<file path="src/bce_pkg.sv">
package bce_pkg;

  localparam int SAMPLE_W   = 12;
  localparam int MV_W       = 13;
  localparam int PCT_W      = 7;
  localparam int CFG_IDX_W  = 2;
  localparam int CFG_DATA_W = 13;

  localparam logic [CFG_IDX_W-1:0] CFG_SAMPLE_KIND = 2'd0;
  localparam logic [CFG_IDX_W-1:0] CFG_FULL_MV     = 2'd1;
  localparam logic [CFG_IDX_W-1:0] CFG_EMPTY_MV    = 2'd2;

  localparam logic [MV_W-1:0] FULL_MV_RST  = 13'd4200;
  localparam logic [MV_W-1:0] EMPTY_MV_RST = 13'd3000;

  // raw code to battery mV: 3300 mV full scale, doubled by the divider
  localparam int RAW_PROD_W = 25;
  localparam logic [RAW_PROD_W-1:0] RAW_SCALE = 25'd6600;
  localparam logic [RAW_PROD_W-1:0] RAW_ROUND = 25'd2048;
  localparam int RAW_SHIFT = 12;

  localparam logic [PCT_W-1:0] PCT_FULL = 7'd100;
  localparam logic [PCT_W-1:0] PCT_NONE = 7'd0;

  localparam int CURVE_POINTS = 21;
  localparam int SEG_W        = $clog2(CURVE_POINTS);
  localparam int PROD_W       = 16;
  localparam int PCT_NUM_W    = 16;
  localparam int PCT_DEN_W    = 10;

  localparam int DEFAULT_RING_DEPTH = 5;

  typedef enum logic [3:0] {
    OP_NOP,
    OP_LOAD,
    OP_STORE,
    OP_SUM,
    OP_AVG_INIT,
    OP_DIV,
    OP_AVG_DONE,
    OP_CHECK,
    OP_SEARCH,
    OP_MUL1,
    OP_MUL2,
    OP_NUM,
    OP_PCT_DONE,
    OP_EMIT
  } op_e;

  typedef enum logic [3:0] {
    C_NEVER,
    C_ALWAYS,
    C_NO_IN,
    C_OUT_BLOCKED,
    C_RING_MORE,
    C_CNT_ZERO,
    C_DIV_BUSY,
    C_DECIDED,
    C_SEG_MORE,
    C_NOT_FOUND
  } cond_e;

  typedef enum logic [3:0] {
    S_FETCH,
    S_STORE,
    S_SUM,
    S_AVG_INIT,
    S_AVG_DIV,
    S_AVG_DONE,
    S_CHECK,
    S_SEARCH,
    S_FOUND,
    S_MUL1,
    S_MUL2,
    S_NUM,
    S_PCT_DIV,
    S_PCT_DONE,
    S_EMIT,
    S_WRAP
  } step_e;

  typedef struct packed {
    op_e   op;
    cond_e cond;
    step_e target;
    logic  hold;   // op runs only when the jump is not taken
  } ucode_t;

  typedef struct packed {
    op_e  op;
    logic go;
  } bce_ctrl_t;

  typedef struct packed {
    logic in_valid;
    logic out_blocked;
    logic ring_more;
    logic cnt_zero;
    logic div_busy;
    logic decided;
    logic seg_more;
    logic not_found;
  } bce_flags_t;

  typedef struct packed {
    logic [SAMPLE_W-1:0] sample;
    logic                read_ok;
  } in_item_t;

  function automatic ucode_t ucode(input step_e s);
    ucode_t w;
    w = '{op: OP_NOP, cond: C_NEVER, target: S_FETCH, hold: 1'b0};
    unique case (s)
      S_FETCH:    w = '{op: OP_LOAD,     cond: C_NO_IN,       target: S_FETCH,   hold: 1'b1};
      S_STORE:    w = '{op: OP_STORE,    cond: C_NEVER,       target: S_FETCH,   hold: 1'b0};
      S_SUM:      w = '{op: OP_SUM,      cond: C_RING_MORE,   target: S_SUM,     hold: 1'b0};
      S_AVG_INIT: w = '{op: OP_AVG_INIT, cond: C_CNT_ZERO,    target: S_EMIT,    hold: 1'b0};
      S_AVG_DIV:  w = '{op: OP_DIV,      cond: C_DIV_BUSY,    target: S_AVG_DIV, hold: 1'b0};
      S_AVG_DONE: w = '{op: OP_AVG_DONE, cond: C_NEVER,       target: S_FETCH,   hold: 1'b0};
      S_CHECK:    w = '{op: OP_CHECK,    cond: C_DECIDED,     target: S_EMIT,    hold: 1'b0};
      S_SEARCH:   w = '{op: OP_SEARCH,   cond: C_SEG_MORE,    target: S_SEARCH,  hold: 1'b0};
      S_FOUND:    w = '{op: OP_NOP,      cond: C_NOT_FOUND,   target: S_EMIT,    hold: 1'b0};
      S_MUL1:     w = '{op: OP_MUL1,     cond: C_NEVER,       target: S_FETCH,   hold: 1'b0};
      S_MUL2:     w = '{op: OP_MUL2,     cond: C_NEVER,       target: S_FETCH,   hold: 1'b0};
      S_NUM:      w = '{op: OP_NUM,      cond: C_NEVER,       target: S_FETCH,   hold: 1'b0};
      S_PCT_DIV:  w = '{op: OP_DIV,      cond: C_DIV_BUSY,    target: S_PCT_DIV, hold: 1'b0};
      S_PCT_DONE: w = '{op: OP_PCT_DONE, cond: C_NEVER,       target: S_FETCH,   hold: 1'b0};
      S_EMIT:     w = '{op: OP_EMIT,     cond: C_OUT_BLOCKED, target: S_EMIT,    hold: 1'b1};
      S_WRAP:     w = '{op: OP_NOP,      cond: C_ALWAYS,      target: S_FETCH,   hold: 1'b0};
    endcase
    return w;
  endfunction

  // discharge curve, falling voltage
  function automatic logic [MV_W-1:0] curve_mv(input logic [SEG_W-1:0] i);
    logic [MV_W-1:0] r;
    unique case (i)
      5'd0:  r = 13'd4200;
      5'd1:  r = 13'd4150;
      5'd2:  r = 13'd4110;
      5'd3:  r = 13'd4080;
      5'd4:  r = 13'd4020;
      5'd5:  r = 13'd3980;
      5'd6:  r = 13'd3950;
      5'd7:  r = 13'd3910;
      5'd8:  r = 13'd3870;
      5'd9:  r = 13'd3850;
      5'd10: r = 13'd3840;
      5'd11: r = 13'd3820;
      5'd12: r = 13'd3800;
      5'd13: r = 13'd3790;
      5'd14: r = 13'd3770;
      5'd15: r = 13'd3750;
      5'd16: r = 13'd3730;
      5'd17: r = 13'd3710;
      5'd18: r = 13'd3690;
      5'd19: r = 13'd3610;
      5'd20: r = 13'd3270;
      default: r = 13'd0;
    endcase
    return r;
  endfunction

  function automatic logic [PCT_W-1:0] curve_pct(input logic [SEG_W-1:0] i);
    logic [PCT_W-1:0] r;
    unique case (i)
      5'd0:  r = 7'd100;
      5'd1:  r = 7'd95;
      5'd2:  r = 7'd90;
      5'd3:  r = 7'd85;
      5'd4:  r = 7'd80;
      5'd5:  r = 7'd75;
      5'd6:  r = 7'd70;
      5'd7:  r = 7'd65;
      5'd8:  r = 7'd60;
      5'd9:  r = 7'd55;
      5'd10: r = 7'd50;
      5'd11: r = 7'd45;
      5'd12: r = 7'd40;
      5'd13: r = 7'd35;
      5'd14: r = 7'd30;
      5'd15: r = 7'd25;
      5'd16: r = 7'd20;
      5'd17: r = 7'd15;
      5'd18: r = 7'd10;
      5'd19: r = 7'd5;
      default: r = 7'd0;
    endcase
    return r;
  endfunction

endpackage

</file>
<file path="src/bce_if.sv">
interface bce_in_if;
  logic                          valid;
  logic                          ready;
  logic [bce_pkg::SAMPLE_W-1:0]  sample;
  logic                          read_ok;

  modport source (output valid, output sample, output read_ok, input ready);
  modport sink (input valid, input sample, input read_ok, output ready);
endinterface

interface bce_out_if;
  logic                       valid;
  logic                       ready;
  logic [bce_pkg::MV_W-1:0]   battery_mv;
  logic [bce_pkg::PCT_W-1:0]  percent;

  modport source (output valid, output battery_mv, output percent, input ready);
  modport sink (input valid, input battery_mv, input percent, output ready);
endinterface

</file>
<file path="src/bce_seq.sv">
module bce_seq (
  input  logic                clk_i,
  input  logic                rst_ni,
  input  bce_pkg::bce_flags_t flags_i,
  output bce_pkg::bce_ctrl_t  ctrl_o
);

  bce_pkg::step_e  pc_q, pc_d;
  bce_pkg::ucode_t cw;
  logic            take;

  always_comb begin
    cw = bce_pkg::ucode(pc_q);
    unique case (cw.cond)
      bce_pkg::C_NEVER:       take = 1'b0;
      bce_pkg::C_ALWAYS:      take = 1'b1;
      bce_pkg::C_NO_IN:       take = !flags_i.in_valid;
      bce_pkg::C_OUT_BLOCKED: take = flags_i.out_blocked;
      bce_pkg::C_RING_MORE:   take = flags_i.ring_more;
      bce_pkg::C_CNT_ZERO:    take = flags_i.cnt_zero;
      bce_pkg::C_DIV_BUSY:    take = flags_i.div_busy;
      bce_pkg::C_DECIDED:     take = flags_i.decided;
      bce_pkg::C_SEG_MORE:    take = flags_i.seg_more;
      bce_pkg::C_NOT_FOUND:   take = flags_i.not_found;
      default:                take = 1'b0;
    endcase
    ctrl_o.op = cw.op;
    ctrl_o.go = !(cw.hold && take);
    pc_d = take ? cw.target : bce_pkg::step_e'(pc_q + 4'd1);
  end

  always_ff @(posedge clk_i or negedge rst_ni) begin
    if (!rst_ni) begin
      pc_q <= bce_pkg::S_FETCH;
    end else begin
      pc_q <= pc_d;
    end
  end

endmodule

</file>
<file path="src/bce_dp.sv">
module bce_dp #(
  parameter int RING_DEPTH = bce_pkg::DEFAULT_RING_DEPTH
) (
  input  logic                            clk_i,
  input  logic                            rst_ni,
  input  logic                            cfg_we_i,
  input  logic [bce_pkg::CFG_IDX_W-1:0]   cfg_idx_i,
  input  logic [bce_pkg::CFG_DATA_W-1:0]  cfg_data_i,
  input  bce_pkg::bce_ctrl_t              ctrl_i,
  output bce_pkg::bce_flags_t             flags_o,
  bce_in_if.sink                          in_if,
  bce_out_if.source                       out_if
);

  localparam int MV_W   = bce_pkg::MV_W;
  localparam int PCT_W  = bce_pkg::PCT_W;
  localparam int SEG_W  = bce_pkg::SEG_W;
  localparam int PROD_W = bce_pkg::PROD_W;
  localparam int RIDX_W = (RING_DEPTH > 1) ? $clog2(RING_DEPTH) : 1;
  localparam int CNT_W  = $clog2(RING_DEPTH + 1);
  localparam int SUM_W  = MV_W + $clog2(RING_DEPTH);
  localparam int DIV_W  = (SUM_W > bce_pkg::PCT_NUM_W) ? SUM_W : bce_pkg::PCT_NUM_W;
  localparam int DEN_W  = (CNT_W > bce_pkg::PCT_DEN_W) ? CNT_W : bce_pkg::PCT_DEN_W;
  localparam int BITS_W = $clog2(DIV_W + 1);
  localparam logic [RIDX_W-1:0] RIDX_LAST = RIDX_W'(RING_DEPTH - 1);
  localparam logic [SEG_W-1:0]  SEG_LAST  = SEG_W'(bce_pkg::CURVE_POINTS - 2);

  logic                 kind_q;
  logic [MV_W-1:0]      full_q, empty_q;

  logic [MV_W-1:0]      conv_q;
  logic [MV_W-1:0]      ring_q [RING_DEPTH];
  logic [RIDX_W-1:0]    slot_q, ridx_q;
  logic [SUM_W-1:0]     sum_q;
  logic [CNT_W-1:0]     cnt_q;
  logic [MV_W-1:0]      avg_q;
  logic [PCT_W-1:0]     pct_q;
  logic [SEG_W-1:0]     seg_q;
  logic                 found_q;
  logic [PROD_W-1:0]    prod1_q, prod2_q;
  logic [DIV_W-1:0]     dq_q;
  logic [DEN_W-1:0]     rem_q, den_q;
  logic [BITS_W-1:0]    bits_q;
  logic                 out_valid_q;
  logic [MV_W-1:0]      out_mv_q;
  logic [PCT_W-1:0]     out_pct_q;

  logic                    ex;
  logic [bce_pkg::RAW_PROD_W-1:0] raw_prod;
  logic [MV_W-1:0]         conv_d, clamp_v, ring_rd;
  logic [SEG_W-1:0]        seg_nx;
  logic [MV_W-1:0]         v1, v2, dv, dmv;
  logic [PCT_W-1:0]        p1, dp;
  logic                    hit, at_full, at_empty, above_top;
  logic [DEN_W:0]          trial;
  logic                    ge;
  logic [PROD_W-1:0]       diff;

  assign ex = ctrl_i.go;

  always_comb begin
    raw_prod = bce_pkg::RAW_PROD_W'(in_if.sample) * bce_pkg::RAW_SCALE;
    if (!in_if.read_ok) begin
      conv_d = '0;
    end else if (kind_q) begin
      conv_d = MV_W'((raw_prod + bce_pkg::RAW_ROUND) >> bce_pkg::RAW_SHIFT);
    end else begin
      conv_d = {in_if.sample, 1'b0};
    end
    clamp_v = (conv_q > full_q) ? full_q : conv_q;
    ring_rd = ring_q[ridx_q];

    seg_nx = seg_q + 1'b1;
    v1  = bce_pkg::curve_mv(seg_q);
    v2  = bce_pkg::curve_mv(seg_nx);
    p1  = bce_pkg::curve_pct(seg_q);
    dv  = v1 - v2;
    dp  = p1 - bce_pkg::curve_pct(seg_nx);
    dmv = v1 - avg_q;
    hit = avg_q >= v2;

    at_full   = avg_q >= full_q;
    at_empty  = avg_q <= empty_q;
    above_top = avg_q >= bce_pkg::curve_mv('0);

    // one restoring division step
    trial = {rem_q, dq_q[DIV_W-1]};
    ge    = trial >= {1'b0, den_q};
    diff  = prod1_q - prod2_q;
  end

  always_comb begin
    flags_o.in_valid    = in_if.valid;
    flags_o.out_blocked = out_valid_q && !out_if.ready;
    flags_o.ring_more   = ridx_q != RIDX_LAST;
    flags_o.cnt_zero    = cnt_q == '0;
    flags_o.div_busy    = bits_q > BITS_W'(1);
    flags_o.decided     = at_full || at_empty || above_top;
    flags_o.seg_more    = !hit && (seg_q != SEG_LAST);
    flags_o.not_found   = !found_q;
  end

  assign in_if.ready       = ctrl_i.op == bce_pkg::OP_LOAD;
  assign out_if.valid      = out_valid_q;
  assign out_if.battery_mv = out_mv_q;
  assign out_if.percent    = out_pct_q;

  always_ff @(posedge clk_i or negedge rst_ni) begin
    if (!rst_ni) begin
      kind_q  <= 1'b0;
      full_q  <= bce_pkg::FULL_MV_RST;
      empty_q <= bce_pkg::EMPTY_MV_RST;
    end else if (cfg_we_i) begin
      unique case (cfg_idx_i)
        bce_pkg::CFG_SAMPLE_KIND: kind_q  <= cfg_data_i[0];
        bce_pkg::CFG_FULL_MV:     full_q  <= cfg_data_i;
        bce_pkg::CFG_EMPTY_MV:    empty_q <= cfg_data_i;
        default: ;
      endcase
    end
  end

  // history ring and its pointers
  always_ff @(posedge clk_i or negedge rst_ni) begin
    if (!rst_ni) begin
      for (int i = 0; i < RING_DEPTH; i++) begin
        ring_q[i] <= '0;
      end
      slot_q <= '0;
      ridx_q <= '0;
    end else if (ex) begin
      if (ctrl_i.op == bce_pkg::OP_STORE) begin
        ring_q[slot_q] <= clamp_v;
        slot_q <= (slot_q == RIDX_LAST) ? '0 : slot_q + 1'b1;
        ridx_q <= '0;
      end else if (ctrl_i.op == bce_pkg::OP_SUM) begin
        ridx_q <= (ridx_q == RIDX_LAST) ? '0 : ridx_q + 1'b1;
      end
    end
  end

  always_ff @(posedge clk_i or negedge rst_ni) begin
    if (!rst_ni) begin
      out_valid_q <= 1'b0;
    end else if (ex && ctrl_i.op == bce_pkg::OP_EMIT) begin
      out_valid_q <= 1'b1;
    end else if (out_if.ready) begin
      out_valid_q <= 1'b0;
    end
  end

  // payload registers
  always_ff @(posedge clk_i) begin
    if (ex) begin
      unique case (ctrl_i.op)
        bce_pkg::OP_LOAD: begin
          conv_q <= conv_d;
        end
        bce_pkg::OP_STORE: begin
          sum_q <= '0;
          cnt_q <= '0;
        end
        bce_pkg::OP_SUM: begin
          if (ring_rd != '0) begin
            sum_q <= sum_q + SUM_W'(ring_rd);
            cnt_q <= cnt_q + 1'b1;
          end
        end
        bce_pkg::OP_AVG_INIT: begin
          dq_q   <= DIV_W'(sum_q) + DIV_W'(cnt_q >> 1);
          den_q  <= DEN_W'(cnt_q);
          rem_q  <= '0;
          bits_q <= BITS_W'(DIV_W);
          avg_q  <= '0;
          pct_q  <= bce_pkg::PCT_NONE;
        end
        bce_pkg::OP_DIV: begin
          rem_q  <= ge ? DEN_W'(trial - {1'b0, den_q}) : trial[DEN_W-1:0];
          dq_q   <= {dq_q[DIV_W-2:0], ge};
          bits_q <= bits_q - 1'b1;
        end
        bce_pkg::OP_AVG_DONE: begin
          avg_q   <= dq_q[MV_W-1:0];
          seg_q   <= '0;
          found_q <= 1'b0;
        end
        bce_pkg::OP_CHECK: begin
          pct_q <= (at_full || (!at_empty && above_top)) ? bce_pkg::PCT_FULL
                                                         : bce_pkg::PCT_NONE;
        end
        bce_pkg::OP_SEARCH: begin
          found_q <= hit;
          if (!hit && seg_q != SEG_LAST) begin
            seg_q <= seg_nx;
          end
        end
        bce_pkg::OP_MUL1: begin
          prod1_q <= PROD_W'(p1 * dv);
        end
        bce_pkg::OP_MUL2: begin
          prod2_q <= PROD_W'(dmv * dp);
        end
        bce_pkg::OP_NUM: begin
          // (2*(p1*dv - d*dp) + dv) / (2*dv), rounds half up
          dq_q   <= DIV_W'({diff, 1'b0}) + DIV_W'(dv);
          den_q  <= DEN_W'({dv, 1'b0});
          rem_q  <= '0;
          bits_q <= BITS_W'(DIV_W);
        end
        bce_pkg::OP_PCT_DONE: begin
          pct_q <= (dq_q > DIV_W'(bce_pkg::PCT_FULL)) ? bce_pkg::PCT_FULL
                                                      : dq_q[PCT_W-1:0];
        end
        bce_pkg::OP_EMIT: begin
          out_mv_q  <= avg_q;
          out_pct_q <= pct_q;
        end
        default: ;
      endcase
    end
  end

  a_ptr_range: assert property (@(posedge clk_i) disable iff (!rst_ni)
    slot_q <= RIDX_LAST && ridx_q <= RIDX_LAST)
    else $error("ring pointer out of range");

  a_cnt_range: assert property (@(posedge clk_i) disable iff (!rst_ni)
    (ctrl_i.op == bce_pkg::OP_AVG_INIT) |-> cnt_q <= CNT_W'(RING_DEPTH))
    else $error("nonzero count exceeds ring depth");

  a_emit_valid: assert property (@(posedge clk_i) disable iff (!rst_ni)
    (ex && ctrl_i.op == bce_pkg::OP_EMIT) |=> out_valid_q)
    else $error("emitted result not presented");

  a_emit_free: assert property (@(posedge clk_i) disable iff (!rst_ni)
    (ex && ctrl_i.op == bce_pkg::OP_EMIT) |-> (!out_valid_q || out_if.ready))
    else $error("result register overwritten while held");

  a_pct_range: assert property (@(posedge clk_i) disable iff (!rst_ni)
    out_valid_q |-> out_pct_q <= bce_pkg::PCT_FULL)
    else $error("percent above 100");

endmodule

</file>
<file path="src/battery_charge_estimator.sv">
// Battery charge estimator. Each input transfer carries one converter reading
// (pin millivolts, or a raw 12-bit code when sample_kind is 1) and a read_ok
// flag; it yields exactly one output transfer with the filtered battery
// voltage (mean of the nonzero entries of a RING_DEPTH-deep history, rounded
// to nearest) and a 0..100 percent from a 21-point discharge curve. A small
// microcode program steps a shared datapath: one ring entry per cycle for the
// sum, one quotient bit per cycle from a restoring divider (16 bits at the
// default depth, used twice), and one curve segment per cycle in the search.
// The time from an input transfer until input ready returns depends on the
// path: the voltage at a limit, a history of only zeros, a voltage below the
// table, or interpolation (longest on the lowest segment), plus any time the
// output register is held by backpressure; input ready returns after an idle
// wrap step that follows loading the result into the output register.
// Configuration writes are taken at any time but belong between items. Reset
// clears the history.
module battery_charge_estimator #(
  parameter int RING_DEPTH = bce_pkg::DEFAULT_RING_DEPTH
) (
  input  logic                            clk_i,
  input  logic                            rst_ni,
  input  logic                            cfg_we_i,
  input  logic [bce_pkg::CFG_IDX_W-1:0]   cfg_idx_i,
  input  logic [bce_pkg::CFG_DATA_W-1:0]  cfg_data_i,
  bce_in_if.sink                          in_if,
  bce_out_if.source                       out_if
);

  bce_pkg::bce_ctrl_t  ctrl;
  bce_pkg::bce_flags_t flags;

  bce_seq u_seq (
    .clk_i   (clk_i),
    .rst_ni  (rst_ni),
    .flags_i (flags),
    .ctrl_o  (ctrl)
  );

  bce_dp #(
    .RING_DEPTH (RING_DEPTH)
  ) u_dp (
    .clk_i      (clk_i),
    .rst_ni     (rst_ni),
    .cfg_we_i   (cfg_we_i),
    .cfg_idx_i  (cfg_idx_i),
    .cfg_data_i (cfg_data_i),
    .ctrl_i     (ctrl),
    .flags_o    (flags),
    .in_if      (in_if),
    .out_if     (out_if)
  );

endmodule

</file>
<file path="src/flat_wrapper.sv">
// flat-port wrapper written by rule: the top's interface ports become plain ports
module battery_charge_estimator_flat 
#(
  parameter int RING_DEPTH = bce_pkg::DEFAULT_RING_DEPTH
)
  (clk_i, rst_ni, cfg_we_i, cfg_idx_i, cfg_data_i, in_if_valid, in_if_sample, in_if_read_ok, in_if_ready, out_if_valid, out_if_battery_mv, out_if_percent, out_if_ready);
  bce_in_if in_if_i ();
  bce_out_if out_if_i ();
  input  logic clk_i;
  input  logic rst_ni;
  input  logic cfg_we_i;
  input  logic [bce_pkg::CFG_IDX_W-1:0] cfg_idx_i;
  input  logic [bce_pkg::CFG_DATA_W-1:0] cfg_data_i;
  input wire logic [$bits(in_if_i.valid)-1:0] in_if_valid;
  input wire logic [$bits(in_if_i.sample)-1:0] in_if_sample;
  input wire logic [$bits(in_if_i.read_ok)-1:0] in_if_read_ok;
  output wire logic [$bits(in_if_i.ready)-1:0] in_if_ready;
  output wire logic [$bits(out_if_i.valid)-1:0] out_if_valid;
  output wire logic [$bits(out_if_i.battery_mv)-1:0] out_if_battery_mv;
  output wire logic [$bits(out_if_i.percent)-1:0] out_if_percent;
  input wire logic [$bits(out_if_i.ready)-1:0] out_if_ready;
  assign in_if_i.valid = in_if_valid;
  assign in_if_i.sample = in_if_sample;
  assign in_if_i.read_ok = in_if_read_ok;
  assign in_if_ready = in_if_i.ready;
  assign out_if_valid = out_if_i.valid;
  assign out_if_battery_mv = out_if_i.battery_mv;
  assign out_if_percent = out_if_i.percent;
  assign out_if_i.ready = out_if_ready;
  battery_charge_estimator #(.RING_DEPTH(RING_DEPTH)) u_core (.clk_i(clk_i), .rst_ni(rst_ni), .cfg_we_i(cfg_we_i), .cfg_idx_i(cfg_idx_i), .cfg_data_i(cfg_data_i), .in_if(in_if_i), .out_if(out_if_i));
endmodule
</file>
<file path="config.mk">
export PLATFORM = sky130hd
export DESIGN_NAME = battery_charge_estimator_flat
export DESIGN_NICKNAME = d
export VERILOG_FILES = /design/src/bce_pkg.sv /design/src/bce_if.sv /design/src/bce_seq.sv /design/src/bce_dp.sv /design/src/battery_charge_estimator.sv /design/src/flat_wrapper.sv
export SDC_FILE = /design/constraint.sdc
export NUM_CORES = 1
export LEC_CHECK = 0
export BUFFER_PORTS_ARGS = -buffer_cell sky130_fd_sc_hd__buf_2
export CELL_PAD_IN_SITES_DETAIL_PLACEMENT = 1
export CELL_PAD_IN_SITES_GLOBAL_PLACEMENT = 1
export CORE_MARGIN = 3
export CORE_UTILIZATION = 45
export CTS_BUF_LIST = sky130_fd_sc_hd__clkbuf_4 sky130_fd_sc_hd__clkbuf_8 sky130_fd_sc_hd__clkbuf_16
export DETAILED_ROUTE_END_ITERATION = 8
export PLACE_DENSITY = 0.71
export SLEW_MARGIN = 5
export SYNTH_ARGS = -nofsm -noshare
export SYNTH_HDL_FRONTEND = slang
export SYNTH_SLANG_ARGS = --single-unit
</file>
<file path="constraint.sdc">
create_clock -name clk_i -period 18.3 [get_ports clk_i]
set_input_delay 0.915 -clock clk_i [delete_from_list [all_inputs] [get_ports clk_i]]
set_output_delay 0.915 -clock clk_i [all_outputs]
set_load 0.05 [all_outputs]
</file>
==> flow_summary.ini <==
[timing]
maxSlewHeadroom = 0.179
period_share = 0.522
worst_slack_ns = 8.75
skew_ns = 0.0214
worstMarginPinSlew_ns = 1.23
period_minus_slack_ns = 9.55
setup_viol = 0
hold_violations = 0
fin_tns_setup_ns = 0
max_freq_mhz = 105
drv_slew = 0
rsz0062_at_grt = no

[floorplanning]
pin_count = 55
die_h_um = 238
core_region_area_mm2 = 0.0529
dieArea_mm2 = 0.0566
initial_utilization = 0.458
chipWidth_um = 238
placementRows = 84

[detailed_routing]
drt_pass1_iterations = 5
viasPerCell = 5.73
post_drt_wl_per_cell_um = 21.4
postRouteAntennaNets = 0
drc = 0
drt_iter0_drc = 987
vias = 18400
drt_wl_total_mm = 68.4

[final_layout]
multi_input_area_mm2 = 0.0153
syn_to_final_growth_pct = 9.05
fillers = 5898
nets = 2923
regArea_mm2 = 0.00740
post-route-util = 0.499
n_antenna_cell = 0
drive_above_1_share = 0.109
fin_area_mm2 = 0.0264

[global_routing]
grt_pass1_vias = 19900
antenna_found_initial = 1
overflow = 0
groute.usage.overall = 0.245
grt_pass1_wl_mm = 110
grt_max_degree = 53

[clocking]
postCtsSetupRepairBufs = 0
cts_root_buf = clkbuf_16
cts_tree = yes
cts_made_buffers = 35
numClockSinks = 269
cts_hold_buf = 0
clockBufferDepth = 3
htree_levels = 2
clk_pin_slew_ns = 0.06
cts_resized = 0
clk_latency_ns = 0.56

[critical_path]
reg2reg_depth = 30
r2r_end = u_core.u_dp.prod1_q[14]
path_buf_inv = 4
ff2ff_setup_slack_ns = 8.75
r2r_start = u_core.u_dp.seg_q[0]
crit_path_max_fanout = 26
endpoint_kind = flip-flop
slowest_stage = edfxtp_1
startpoint_type = flip-flop
crit_path_frequent_cell = fa_1
worstPathArrival_ns = 9.86
setup.worst_path.class = flip-flop to flip-flop
crit_required_ns = 18.60
cp_top_family = adder cells
cpPeakStageDelay_ns = 0.79

[min_path]
hold_path_class = input pin to asynchronous set/reset pin

[placement]
hpwl_mm = 53.4
place.gp.congestion = 0.889
pre_cts_ws_ns = 8.98
dpl-instance-area_mm2 = 0.0252
io_buffers = 54

[logic_synthesis]
postSynthCellCount = 2456
ys_ff_latch = 269
synth-main-ff-cell = edfxtp_1
syn_area_mm2 = 0.0242
yosysTopAreaCell = edfxtp_1
synth_edf_count = 148
synth_fa_ha_area_frac = 0.244
synth.area.mux_share = 0.0764
avgSynthCellArea_um2 = 9.85
synth_top_family_by_area = adder cells
syn-num-nets = 2885
synth_top_area_share = 0.184
synth-compound-area-share = 0.112
yosysWarningCount = 0
synthTopCellsByArea = edfxtp_1 18%, ha_1 14%, fa_1 10%
yosysSeqAreaShare = 0.306
synthSimpleGateAreaFrac = 0.143
synth.distinct_cells = 92
synthArstFlopShare = 0.383
synthXorXnorAreaFrac = 0.0578

[flow_run]
max-cap-violations = 0

[status]
status = complete, no violations
cell usage in the layout, fill, tap and decap left out, drive strengths merged, types with 18 or more instances in the layout:
master,netlist,routed
clkbuf,56,44
o21ai,98,98
inv,303,306
a31oi,18,18
fa,125,125
a21oi,104,104
or2,21,21
nor3,47,47
ha,271,271
mux2i,23,23
and2,68,68
nand2,137,137
mux2,110,110
nor2,218,218
nand3,40,40
a211oi,21,21
xnor2,101,101
nand2b,40,40
edfxtp,148,148
a21o,19,19
buf,15,72
dfrtp,92,92
dfxtp,18,18
xor2,51,51
nor2b,42,42
cell type report:
cell class | instances | area share
repair buffers | 72 | 0.0155
flip-flops and latches | 269 | 0.280
multi-input cells | 1811 | 0.582
clock buffers | 44 | 0.0376
clock inverters | 16 | 0.00882
inverters | 305 | 0.0434
well taps | 688 | 0.0326
cells by family after synthesis:
family | Yosys count
xor+xnor | 155
simple gates | 698
flops | 269
mux | 148
compound gates | 413
buf+inv | 376
fa+ha+maj | 397
per-stage QoR:
stage                     cells  hold slack (ns)
after global routing       3205            0.425
after CTS                  3205            0.413
final                      3205            0.396
after floorplan            2456            0.400
after detailed placement   3145            0.406
after global placement     3145            0.411
worst reg2reg max path: cells and delay by family (launching register included):
kind / cells / cell delay [ns]
adders and majority gates: 9 / 4.11
and+or+nand+nor: 5 / 0.75
DFF: 1 / 0.79
AOI/OAI and AO/OA: 9 / 1.94
xor gates and xnor gates: 3 / 1.08
buffers and inverters: 4 / 0.65
how the worst max path moves through the flow:
| stage | startpoint | end | slack [ns] | cells after the start |
|---|---|---|---|---|
| global route | u_core.u_dp.seg_q[0] | u_core.u_dp.prod1_q[14] | 8.01 | 30 |
| detailed placement | u_core.u_dp.seg_q[0] | u_core.u_dp.prod1_q[14] | 8.98 | 30 |
| finish | u_core.u_dp.seg_q[0] | u_core.u_dp.prod1_q[14] | 8.75 | 30 |
| global placement | u_core.u_dp.seg_q[0] | u_core.u_dp.prod1_q[14] | 9.39 | 30 |
| floorplan | u_core.u_dp.seg_q[1] | u_core.u_dp.prod2_q[14] | 10.83 | 31 |
| CTS | u_core.u_dp.seg_q[0] | u_core.u_dp.prod1_q[14] | 8.88 | 30 |
state kept, by name, indices dropped and copies added (netlist names), 7 cells and up, named ones only:
signal	count
u_core.u_dp.full_q	13
u_core.u_dp.dq_q	16
u_core.u_dp.conv_q	13
u_core.u_dp.den_q	10
u_core.u_dp.prod2_q	15
u_core.u_dp.pct_q	7
u_core.u_dp.sum_q	16
u_core.u_dp.empty_q	13
u_core.u_dp.out_if.battery_mv	13
u_core.u_dp.out_if.percent	7
u_core.u_dp.v1	11
u_core.u_dp.ring_q	65
u_core.u_dp.avg_q	13
u_core.u_dp.rem_q	10
u_core.u_dp.p1	7
u_core.u_dp.prod1_q	14
cells in the mapped netlist, types with 19 or more instances:
cell type,count
inv_1,303
ha_1,271
nor2_1,217
edfxtp_1,148
nand2_1,137
fa_1,125
a21oi_1,104
xnor2_1,101
o21ai_0,94
dfrtp_1,92
and2_1,68
mux2_2,67
clkbuf_1,56
xor2_1,51
nor3_1,47
nor2b_1,42
nand2b_1,40
nand3_1,40
mux2_1,33
mux2i_1,23
a211oi_1,20
or2_2,20
a21o_1,19
routing by layer:
metal,wire length (µm),share of wire,vias to the layer above,global-route usage
li1,-,-,8585,-
met1,30300,0.44,9341,0.321
met2,33500,0.49,338,0.422
met3,2450,0.036,111,0.0312
met4,2200,0.032,0,0.0819
met5,0,0,-,0
Power is not shown: default switching activity piles up to over one toggle a cycle in this logic, so the estimate is an artifact.
